### src/rtl/periodic_task_table_scheduler_top_defines.svh
// ----------------------------------------------------------------------------
// Scheduler assertion macros
// Shared concurrent-check shorthands, clocked on i_clk and gated by i_rst_n.
// ----------------------------------------------------------------------------
`ifndef PERIODIC_TASK_TABLE_SCHEDULER_TOP_DEFINES_SVH
`define PERIODIC_TASK_TABLE_SCHEDULER_TOP_DEFINES_SVH

// same-cycle implication
`define PTTS_AST_IMP(lbl, ante, cons) \
    lbl: assert property (@(posedge i_clk) disable iff (!i_rst_n) (ante) |-> (cons)) \
        else $error("scheduler check failed");

// next-cycle implication
`define PTTS_AST_NXT(lbl, ante, cons) \
    lbl: assert property (@(posedge i_clk) disable iff (!i_rst_n) (ante) |=> (cons)) \
        else $error("scheduler check failed");

`endif

### src/rtl/ptts_pkg.sv
// ----------------------------------------------------------------------------
// Periodic task scheduler package
// Sizes, codes and item/entry types shared by the ring cells and top level.
// ----------------------------------------------------------------------------
package ptts_pkg;

    localparam int TASK_SLOTS = 32;
    localparam int TICK_BITS  = 16;
    localparam int IDX_W      = $clog2(TASK_SLOTS);
    localparam int CNT_W      = $clog2(TASK_SLOTS + 1);
    localparam int PER_W      = 13;
    localparam int HANDLE_W   = 16;
    localparam int CMP_W      = (TICK_BITS > PER_W) ? TICK_BITS : PER_W;

    // x / 10 == (x * 52429) >> 19 for every 16-bit x
    localparam logic [15:0] DIV10_MUL = 16'd52429;
    localparam int          DIV10_SH  = 19;

    localparam logic [1:0] OP_ADD  = 2'd0;
    localparam logic [1:0] OP_DEL  = 2'd1;
    localparam logic [1:0] OP_TICK = 2'd2;
    localparam logic [1:0] OP_DISP = 2'd3;

    localparam logic [1:0] KIND_STATUS = 2'd0;
    localparam logic [1:0] KIND_DUE    = 2'd1;
    localparam logic [1:0] KIND_SUM    = 2'd2;

    localparam logic [1:0] ST_OK     = 2'd0;
    localparam logic [1:0] ST_FULL   = 2'd1;
    localparam logic [1:0] ST_ABSENT = 2'd2;

    typedef struct packed {
        logic [1:0]  opcode;
        logic [15:0] task_handle;
        logic [15:0] period_ms;
    } t_in_item;

    typedef struct packed {
        logic [1:0]  kind;
        logic [1:0]  status;
        logic [15:0] due_handle;
        logic [5:0]  ran_count;
        logic [5:0]  peak_ran;
        logic        last;
    } t_out_item;

    typedef struct packed {
        logic [HANDLE_W-1:0]  handle;
        logic [TICK_BITS-1:0] stamp;
        logic [PER_W-1:0]     period;
    } t_entry;

    typedef struct packed {
        logic shift;
        logic load;
    } t_cell_ctl;

endpackage

### src/rtl/ptts_cell.sv
// ----------------------------------------------------------------------------
// Task ring cell
// Holds one table entry; shifts from its neighbor or takes a direct load.
// ----------------------------------------------------------------------------
module ptts_cell (
    input  logic              i_clk,
    input  ptts_pkg::t_cell_ctl i_ctl,
    input  ptts_pkg::t_entry  i_shift_d,
    input  ptts_pkg::t_entry  i_load_d,
    output ptts_pkg::t_entry  o_q
);

    ptts_pkg::t_entry r_q;

    always_ff @(posedge i_clk) begin
        if (i_ctl.shift) begin
            r_q <= i_shift_d;
        end else if (i_ctl.load) begin
            r_q <= i_load_d;
        end
    end

    assign o_q = r_q;

endmodule

### src/rtl/periodic_task_table_scheduler_top.sv
// ----------------------------------------------------------------------------
// Periodic task table scheduler
// Task table held in a rotating ring of cells, scanned one entry per cycle unless a due item stalls.
// ----------------------------------------------------------------------------
// The table lives in a ring of TASK_SLOTS cells that rotates one place per
// cycle of a scan unless a due item stalls; the cell at the head is examined
// each cycle. Add, delete and dispatch each rotate the ring through one full
// turn and then issue a final item from a finishing state; a tick skips the
// turn and goes straight to that state. A dispatch emits one due item per
// task whose elapsed ticks reach its period, then a summary item; the ring
// freezes while a due item cannot be placed in the output register. A new
// item is taken only when the previous one has issued its final item, though
// that item may still wait in the output register.
module periodic_task_table_scheduler_top (
    input  logic                i_clk,
    input  logic                i_rst_n,
    input  logic                i_in_valid,
    output logic                o_in_ready,
    input  ptts_pkg::t_in_item  i_item,
    output logic                o_out_valid,
    input  logic                i_out_ready,
    output ptts_pkg::t_out_item o_item
);

    localparam logic [1:0] S_IDLE = 2'd0;
    localparam logic [1:0] S_SCAN = 2'd1;
    localparam logic [1:0] S_FIN  = 2'd2;

    logic [1:0]                     r_state, n_state;
    logic [1:0]                     r_op, n_op;
    logic [ptts_pkg::HANDLE_W-1:0]  r_h, n_h;
    logic [ptts_pkg::PER_W-1:0]     r_per, n_per;
    logic [ptts_pkg::IDX_W-1:0]     r_idx, n_idx;
    logic                           r_found, n_found;
    logic [ptts_pkg::IDX_W-1:0]     r_fidx, n_fidx;
    ptts_pkg::t_entry               r_top, n_top;
    logic [ptts_pkg::CNT_W-1:0]     r_ran, n_ran;
    logic [ptts_pkg::CNT_W-1:0]     r_peak, n_peak;
    logic [ptts_pkg::CNT_W-1:0]     r_live, n_live;
    logic [ptts_pkg::TICK_BITS-1:0] r_now, n_now;
    logic                           r_ov, n_ov;
    ptts_pkg::t_out_item            r_out, n_out;

    ptts_pkg::t_entry               w_q [ptts_pkg::TASK_SLOTS];
    ptts_pkg::t_entry               w_head, w_tail, w_load_d;
    logic                           w_load_en;
    logic [ptts_pkg::IDX_W-1:0]     w_load_idx;
    logic                           w_in_range, w_due, w_can_emit, w_step, w_accept;
    logic [ptts_pkg::TICK_BITS-1:0] w_elapsed;
    logic [31:0]                    w_prod;
    logic [ptts_pkg::CNT_W-1:0]     w_new_peak;

    assign w_head     = w_q[0];
    assign w_in_range = {1'b0, r_idx} < r_live;
    assign w_elapsed  = r_now - w_head.stamp;
    assign w_due      = (r_op == ptts_pkg::OP_DISP) && w_in_range &&
                        (ptts_pkg::CMP_W'(w_elapsed) >= ptts_pkg::CMP_W'(w_head.period));
    assign w_can_emit = !r_ov || i_out_ready;
    assign w_step     = (r_state == S_SCAN) && (!w_due || w_can_emit);
    assign w_accept   = i_in_valid && o_in_ready;
    assign w_prod     = {16'd0, i_item.period_ms} * {16'd0, ptts_pkg::DIV10_MUL};
    assign w_new_peak = (r_ran > r_peak) ? r_ran : r_peak;

    // a due task is re-stamped on its way round to the tail
    always_comb begin
        w_tail = w_head;
        if (w_due) begin
            w_tail.stamp = r_now;
        end
    end

    // ring of cells; cell 0 is the head
    for (genvar g = 0; g < ptts_pkg::TASK_SLOTS; g++) begin : g_ring
        ptts_pkg::t_cell_ctl w_ctl;
        ptts_pkg::t_entry    w_sd;
        assign w_ctl.shift = w_step;
        assign w_ctl.load  = w_load_en && (w_load_idx == ptts_pkg::IDX_W'(g));
        if (g == ptts_pkg::TASK_SLOTS - 1) begin : g_tail
            assign w_sd = w_tail;
        end else begin : g_mid
            assign w_sd = w_q[g+1];
        end
        ptts_cell u_cell (
            .i_clk     (i_clk),
            .i_ctl     (w_ctl),
            .i_shift_d (w_sd),
            .i_load_d  (w_load_d),
            .o_q       (w_q[g])
        );
    end

    always_comb begin
        n_state = r_state;
        n_op    = r_op;
        n_h     = r_h;
        n_per   = r_per;
        n_idx   = r_idx;
        n_found = r_found;
        n_fidx  = r_fidx;
        n_top   = r_top;
        n_ran   = r_ran;
        n_peak  = r_peak;
        n_live  = r_live;
        n_now   = r_now;
        n_ov    = r_ov && !i_out_ready;
        n_out   = r_out;
        w_load_en  = 1'b0;
        w_load_idx = r_fidx;
        w_load_d   = r_top;

        case (r_state)
            S_IDLE: begin
                if (w_accept) begin
                    n_op    = i_item.opcode;
                    n_h     = i_item.task_handle;
                    n_per   = w_prod[ptts_pkg::DIV10_SH +: ptts_pkg::PER_W];
                    n_idx   = '0;
                    n_found = 1'b0;
                    n_ran   = '0;
                    n_state = (i_item.opcode == ptts_pkg::OP_TICK) ? S_FIN : S_SCAN;
                end
            end
            S_SCAN: begin
                if (w_step) begin
                    n_idx = r_idx + 1'b1;
                    if (w_in_range && (w_head.handle == r_h) && !r_found) begin
                        n_found = 1'b1;
                        n_fidx  = r_idx;
                    end
                    if ({1'b0, r_idx} == r_live - 1'b1) begin
                        n_top = w_head;
                    end
                    if (w_due) begin
                        n_ran  = r_ran + 1'b1;
                        n_ov   = 1'b1;
                        n_out  = '0;
                        n_out.kind       = ptts_pkg::KIND_DUE;
                        n_out.due_handle = w_head.handle;
                    end
                    if (r_idx == ptts_pkg::IDX_W'(ptts_pkg::TASK_SLOTS - 1)) begin
                        n_state = S_FIN;
                    end
                end
            end
            S_FIN: begin
                if (w_can_emit) begin
                    n_ov     = 1'b1;
                    n_out    = '0;
                    n_out.kind = ptts_pkg::KIND_STATUS;
                    n_out.last = 1'b1;
                    n_state  = S_IDLE;
                    case (r_op)
                        ptts_pkg::OP_ADD: begin
                            if (!r_found) begin
                                if (r_live >= ptts_pkg::CNT_W'(ptts_pkg::TASK_SLOTS)) begin
                                    n_out.status = ptts_pkg::ST_FULL;
                                end else begin
                                    w_load_en  = 1'b1;
                                    w_load_idx = r_live[ptts_pkg::IDX_W-1:0];
                                    w_load_d   = '{handle: r_h, stamp: r_now, period: r_per};
                                    n_live     = r_live + 1'b1;
                                end
                            end
                        end
                        ptts_pkg::OP_DEL: begin
                            if (r_found) begin
                                // last entry fills the hole
                                w_load_en = ({1'b0, r_fidx} != r_live - 1'b1);
                                n_live    = r_live - 1'b1;
                            end else begin
                                n_out.status = ptts_pkg::ST_ABSENT;
                            end
                        end
                        ptts_pkg::OP_TICK: begin
                            n_now = r_now + 1'b1;
                        end
                        default: begin
                            n_peak          = w_new_peak;
                            n_out.kind      = ptts_pkg::KIND_SUM;
                            n_out.ran_count = 6'(r_ran);
                            n_out.peak_ran  = 6'(w_new_peak);
                        end
                    endcase
                end
            end
            default: begin
                n_state = S_IDLE;
            end
        endcase
    end

    always_ff @(posedge i_clk) begin
        if (!i_rst_n) begin
            r_state <= S_IDLE;
            r_live  <= '0;
            r_peak  <= '0;
            r_now   <= '0;
            r_ov    <= 1'b0;
        end else begin
            r_state <= n_state;
            r_live  <= n_live;
            r_peak  <= n_peak;
            r_now   <= n_now;
            r_ov    <= n_ov;
        end
        r_op    <= n_op;
        r_h     <= n_h;
        r_per   <= n_per;
        r_idx   <= n_idx;
        r_found <= n_found;
        r_fidx  <= n_fidx;
        r_top   <= n_top;
        r_ran   <= n_ran;
        r_out   <= n_out;
    end

    assign o_in_ready  = (r_state == S_IDLE);
    assign o_out_valid = r_ov;
    assign o_item      = r_out;

    `include "periodic_task_table_scheduler_top_defines.svh"

    `PTTS_AST_IMP(a_live_bound, 1'b1, r_live <= ptts_pkg::CNT_W'(ptts_pkg::TASK_SLOTS))
    `PTTS_AST_IMP(a_ran_bound, r_state == S_SCAN, r_ran <= r_live)
    `PTTS_AST_IMP(a_sum_peak, o_out_valid && o_item.kind == ptts_pkg::KIND_SUM, o_item.peak_ran >= o_item.ran_count)
    `PTTS_AST_NXT(a_fin_done, r_state == S_FIN && w_can_emit, r_state == S_IDLE && o_out_valid && o_item.last)

endmodule

### config.mk
export PLATFORM = sky130hd
export DESIGN_NAME = periodic_task_table_scheduler_top
export DESIGN_NICKNAME = d
export VERILOG_FILES = /design/src/rtl/ptts_pkg.sv /design/src/rtl/ptts_cell.sv /design/src/rtl/periodic_task_table_scheduler_top.sv
export VERILOG_INCLUDE_DIRS = /design/src /design/src/rtl
export SDC_FILE = /design/constraint.sdc
export NUM_CORES = 2
export LEC_CHECK = 0
export ABC_AREA = 1
export BUFFER_PORTS_ARGS = -buffer_cell sky130_fd_sc_hd__buf_4
export CORE_MARGIN = 2
export CORE_UTILIZATION = 55
export CTS_CLUSTER_SIZE = 10
export DETAILED_ROUTE_END_ITERATION = 6
export PLACE_DENSITY = 0.71
export SYNTH_ARGS = -nofsm -noshare
export SYNTH_HDL_FRONTEND = slang
export SYNTH_SLANG_ARGS = --single-unit
### constraint.sdc
create_clock -name i_clk -period 11 [get_ports i_clk]
set_input_delay 1.65 -clock i_clk [delete_from_list [all_inputs] [get_ports i_clk]]
set_output_delay 1.65 -clock i_clk [all_outputs]
set_load 0.02 [all_outputs]
Word-level counts from Yosys, hierarchy flattened
Index checks and enable logic that the tools add are counted.

Add/subtract/negate cells: 6. Multipliers: 1. Order comparisons: 4. Equality and inequality tests: 50. Mux-type cells: 117. Bitwise gates (word level): 1. Reductions and logical operators: 95.

Operator list (count): two-way mux 45 bit (69); two-way mux 33 bit (3); equality test 5 bit, second input constant (17); nonzero test 2 bit (35); one-hot mux 33 bit (2 select lines) (1); two-way mux 6 bit (7); equality test 5 x 4 -> 1 bit, second input constant (8); logical AND 1 bit (39); two-way mux 5 bit (7); multiplier 16 x 16 -> 32 bit, second input constant (1); one-hot mux 6 bit (2 select lines) (2); equality test 5 x 3 -> 1 bit, second input constant (4); adder 16 x 1 -> 16 bit, second input constant (1); equality test 16 bit (1); greater-or-equal comparator 16 x 13 -> 1 bit (1); two-way mux 16 bit (1); AND reduction 4 bit (4); subtractor 16 bit (1); AND reduction 3 bit (5); two-way mux 2 bit (7); two-way mux 1 bit (13); adder 6 x 1 -> 6 bit, second input constant (2); two-way mux 12 bit (1); inequality test 2 bit, second input constant (6); other kinds (24) (38).

Bits in registers: 1597. Bits of input ports: 38. Output and inout port bits: 35. Word-level logic and storage cells: 391.

Logic depth before layout (Yosys ltp)
Depth in word-level cells: 10. Gate-level depth with buffers: 26.

By module
A second synthesis with hierarchy kept.

Cell total of the unflattened synthesis: 7673. Area total of the unflattened synthesis: 77048.9 sq um.

By module, submodules not included: ptts_cell (instances 32, cells an instance 191, area each 1981.9 sq um, seq. area each 1351.3 sq um); periodic_task_table_scheduler_top (instances 1, cells an instance 1561, area each 13628.1 sq um, seq. area each 4404.2 sq um).

Worst setup path before layout
Ideal clock, no wire load.

Kind: input port to flip-flop. Start: input port i_out_ready. End: register g_ring[0].u_cell.r_q, in the netlist g_ring[0].u_cell.o_q[0], enable pin. Setup time: 0.510 ns. Arrival time: 6.079 ns. Required time: 10.490 ns. Path slack: 4.412 ns. Stages on the path: 12. Buffers on the path: 1. Cell sequence: inv_1 -> nand2_1 -> nand2_1 -> inv_1 -> nand2_1 -> clkbuf_1 -> nand2_1 -> o21ai_0 -> inv_1 -> nor2_1 -> nand4_1 -> o21ai_0.

Longest elaborated chain between the ends: 6. Elaborated cells between the ends (all ways): 10. Those cells by class: 4 x mux; 6 x reduce/logical.

Ends and longest elaborated chain: start: declaration (line periodic_task_table_scheduler_top.sv:21) `input logic i_out_ready,`; logical OR 1 bit (*) (line periodic_task_table_scheduler_top.sv:58) `assign w_can_emit = !r_ov || i_out_ready;`; two-way mux 5 bit (line periodic_task_table_scheduler_top.sv:146) `if (w_can_emit) begin`; two-way mux 5 bit (line periodic_task_table_scheduler_top.sv:111) `case (r_state)`; logical NOT 5 bit (line periodic_task_table_scheduler_top.sv:77) `assign w_ctl.load = w_load_en && (w_load_idx == ptts_pkg::IDX_W'(g));`; logical AND 1 bit (line periodic_task_table_scheduler_top.sv:77); nonzero test 2 bit (no source line) (*); end signal: assignment (line ptts_cell.sv:17) `r_q <= i_shift_d;`; end signal: assignment (line ptts_cell.sv:19) `r_q <= i_load_d;`; end: declaration (line ptts_cell.sv:13) `ptts_pkg::t_entry r_q;`.

Mark *: on every way between the ends. The rest lies on a longest branch, timed or not. A chain may end at the register's enable or synchronous reset.

Worst setup path after layout
Start: input port i_item[4] in the netlist's numbering. End: register r_per[12] in the netlist's numbering (data pin).

Longest elaborated chain between the ends: 1.

Ends and longest elaborated chain: start: declaration (line periodic_task_table_scheduler_top.sv:19) `input ptts_pkg::t_in_item i_item,`; multiplier 16 x 16 -> 32 bit (line periodic_task_table_scheduler_top.sv:61) `assign w_prod = {16'd0, i_item.period_ms} * {16'd0, ptts_pkg::DIV10_MUL};`; via w_prod[31] (line periodic_task_table_scheduler_top.sv:50) `logic [31:0] w_prod;`; end signal: assignment (line periodic_task_table_scheduler_top.sv:208) `r_per <= n_per;`; end: declaration (line periodic_task_table_scheduler_top.sv:32) `logic [ptts_pkg::PER_W-1:0] r_per, n_per;`.

The timed path passes the listed nets, and every way through them passes these cells.

==> summary.txt <==
Status = finished clean
CP startpoint = i_item[4]
Delay of the slowest cell on the worst path = 0.49 ns
Die Height = 359 um
Hold buffer count at cts = 0
Worst Setup Start Kind = input port
Post-DP HPWL = 90400 um
Max clock buf depth = 3
Vias per Instance = 5.37
Initial DRC Count = 4785
Setup TNS = 0 ns
Hold Crit Class = flop to flop
Core Area = 125000 um^2
Max Slew Vio Count = 0
Clock transition at path regs = 0.06 ns
# IOs = 73
Largest net degree at the start of global routing = 265
FF-to-FF path depth = 20
CTS buffer count = 181
Leakage = 30.8 nW
Worst Setup Slack post-DPL = 3.96 ns
YS warnings = 0
GRT overflow = 0
Min cycle time layout = 6.20 ns
Synth Cell Area = 69200 um^2
Final worst-path cycle share = 56.3%
DRT Pass-1 Iters = 5
Non-Filler Instances = 7864
Fmax = 0.161 GHz
Pwr Density = 286 nW/um^2
Routed wire length = 154000 um
Die area = 129000 um^2
Total GRT Usage = 24.3%
Final Hold Vio Count = 0
Top cells by area, synth = edfxtp_1 (68%), nand2_1 (17%), ha_1 (3.2%), fa_1 (2.3%), inv_1 (1.7%)
Filler cells = 9819
Post-cts resize count = 0
H-tree Lvls = 4
Setup-failing EPs final = 0
RSZ-0062 raised after global routing = no
Post-synth EDFFs = 1566
PortBufs = 72
Syn avg cell area = 11.3 um^2
DR vias = 42211
Multi-input logic area = 18900 um^2
Inst Count DP = 7619
Die W = 359 um
CP Max Fanout = 6
Clk Latency, worst-skew pair = 0.81 ns
Synth cell types = 41
Critical path class = input port to flop
Initial Utilization = 55.2%
CTS tree = done
Tot Pwr = 21.7 mW
Tightest Pin Transition = 1.31 ns
Critical Path RT = 11.53 ns
Wire per inst = 19.6 um
FF+latch area = 47600 um^2
Reg2reg end = g_ring[3].u_cell.o_q[21]
Seq/Total Area, Yosys = 68.9%
DRC = 0
Crit-path cells = buf_4, ha_1, xor2_1, ha_1, fa_1, inv_1, fa_1, inv_1, fa_1, inv_1, fa_1, inv_1, ha_1, nand4_1, nor3_1, nand4_1, nand3_1, a21oi_1, o21ai_0, nand2_1, nand4_1, nand2_1
Final RePlAce weighted congestion = 0.863
R2R Setup Slk = 5.22 ns
First-pass GRT wire length = 240000 um
Worst Clk Skew = 0.0475 ns
CP Capture Point = r_per[12]
Final Util = 60.7%
Final ANT Viol Nets = 0
Maximum VDD drop = 0.219 mV
Yosys top cell area share = 68.0%
Num Clock Sinks = 1597
Slowest CP cell = fa_1
Antenna violations before repair = 2
Top post-synthesis cells by count = nand2_1 (3123), edfxtp_1 (1566), inv_1 (318), buf_2 (212), ha_1 (179)
Top-count cell post-synth = nand2_1
Post-Syn Nets = 6445
Layout Nets = 6449
CP Capture Type = flop
Layout cells sized above 1 = 6.63%
Area growth syn-to-layout = 9.84%
Max Cap Viol = 0
Critical R2R Launch = r_now[0]
Synth area leader = edfxtp_1
CTS root buffer = clkbuf_16
Relative slew slack = 12.2%
Fin worst setup slack = 4.80 ns
Post-Syn Instances = 6148
Vias in the first global route = 41339
WP data arrival = 6.73 ns
FP Rows = 130
Main flop type after synthesis = edfxtp_1
Number of synthesized register bits = 1597
FFs w/ async S/R, synth = 0%
Post-CTS setup buffers = 0
[how the worst min path moves through the flow]
stage,slack (ns),to,depth (start not counted),from
2_1_floorplan,0.43,r_top[10],0,g_ring[0].u_cell.o_q[10]
3_3_place_gp,0.43,r_top[6],0,g_ring[0].u_cell.o_q[6]
3_5_place_dp,0.43,r_top[6],0,g_ring[0].u_cell.o_q[6]
4_1_cts,0.45,r_top[6],0,g_ring[0].u_cell.o_q[6]
5_1_grt,0.47,r_top[7],0,g_ring[0].u_cell.o_q[7]
6_report,0.44,r_top[10],0,g_ring[0].u_cell.o_q[10]
[flip-flops by register name, indices dropped and copies added, names as in the netlist]
register,cells
r_live,6
r_per,13
r_peak,6
r_fidx,5
r_state,2
r_op,2
o_out_valid,1
r_found,1
r_h,16
r_now,16
g_ring.u_cell.o_q,1440
r_ran,6
o_item,33
r_top,45
r_idx,5
[cell families after synthesis]
kind of cell	after synthesis	synth area share [%]
mux	22	0.358
buf+inv	644	4.38
flops	1597	68.9
simple gates	3308	18.2
compound gates	274	2.11
xor+xnor	44	0.557
fa+ha+maj	259	5.55
[layout by cell type (no fill, tap or decap), drive strengths merged, types with 2 or more instances in the layout]
| master | synthesis | routed |
|---|---|---|
| or2 | 2 | 2 |
| xor2 | 27 | 27 |
| a21o | 4 | 4 |
| nand3b | 5 | 5 |
| nor2 | 102 | 102 |
| nand4 | 18 | 18 |
| clkbuf | 27 | 224 |
| o21a | 2 | 2 |
| o22ai | 4 | 4 |
| a211oi | 3 | 3 |
| a21oi | 85 | 85 |
| o21bai | 2 | 2 |
| o21ai | 155 | 155 |
| dfxtp | 31 | 31 |
| clkinv | 0 | 13 |
| inv | 321 | 326 |
| o2111ai | 6 | 6 |
| mux2 | 22 | 22 |
| nor3 | 21 | 21 |
| fa | 80 | 80 |
| a31oi | 5 | 5 |
| xnor2 | 17 | 17 |
| buf | 296 | 144 |
| nand3 | 28 | 28 |
| nand2 | 3124 | 3124 |
| edfxtp | 1566 | 1566 |
| ha | 179 | 179 |
| o221ai | 3 | 3 |
| nor4 | 7 | 7 |
[per-stage QoR]
step	area, um^2	hold WS [ns]
after floorplan	69200	0.426
after global placement	70900	0.430
after detailed placement	70900	0.432
after CTS	76000	0.448
after global routing	76000	0.468
final	76000	0.444
[critical path, delay by kind of cell]
kind / cells / cell delay, ns
AO/OA/AOI/OAI: 2 / 0.51
XOR/XNOR: 1 / 0.19
adder cells (fa/ha/maj): 7 / 3.00
buffers and inverters: 5 / 0.36
AND/OR/NAND/NOR: 7 / 1.02
[per-layer routing]
layer / up-vias / wire (um) / global-route usage (%)
li1: 20149 / - / -
met1: 20544 / 67100 / 34.4
met2: 1268 / 72100 / 38.7
met3: 248 / 10200 / 4.05
met4: 2 / 4500 / 8.05
met5: - / 13 / 0
[power breakdown]
group / internal (mW) / switching, mW / total, mW / leakage [nW]
Sequential: 9.46 / 0.553 / 10.0 / 14.9
Clock: 3.04 / 2.30 / 5.34 / 2.45
Combinational: 1.69 / 4.67 / 6.36 / 13.5
Total: 14.2 / 7.52 / 21.7 / 30.8
[final cells by class]
cell class,count,share of cell area (%)
timing repair buffer,144,1.49
inverter,321,1.60
antenna,1,0.00329
clock inverter,20,0.385
sequential,1597,62.7
tap,1650,2.72
clock buffer,224,6.27
multi-input combinational,3907,24.8
(Power assumes the default switching activity.)
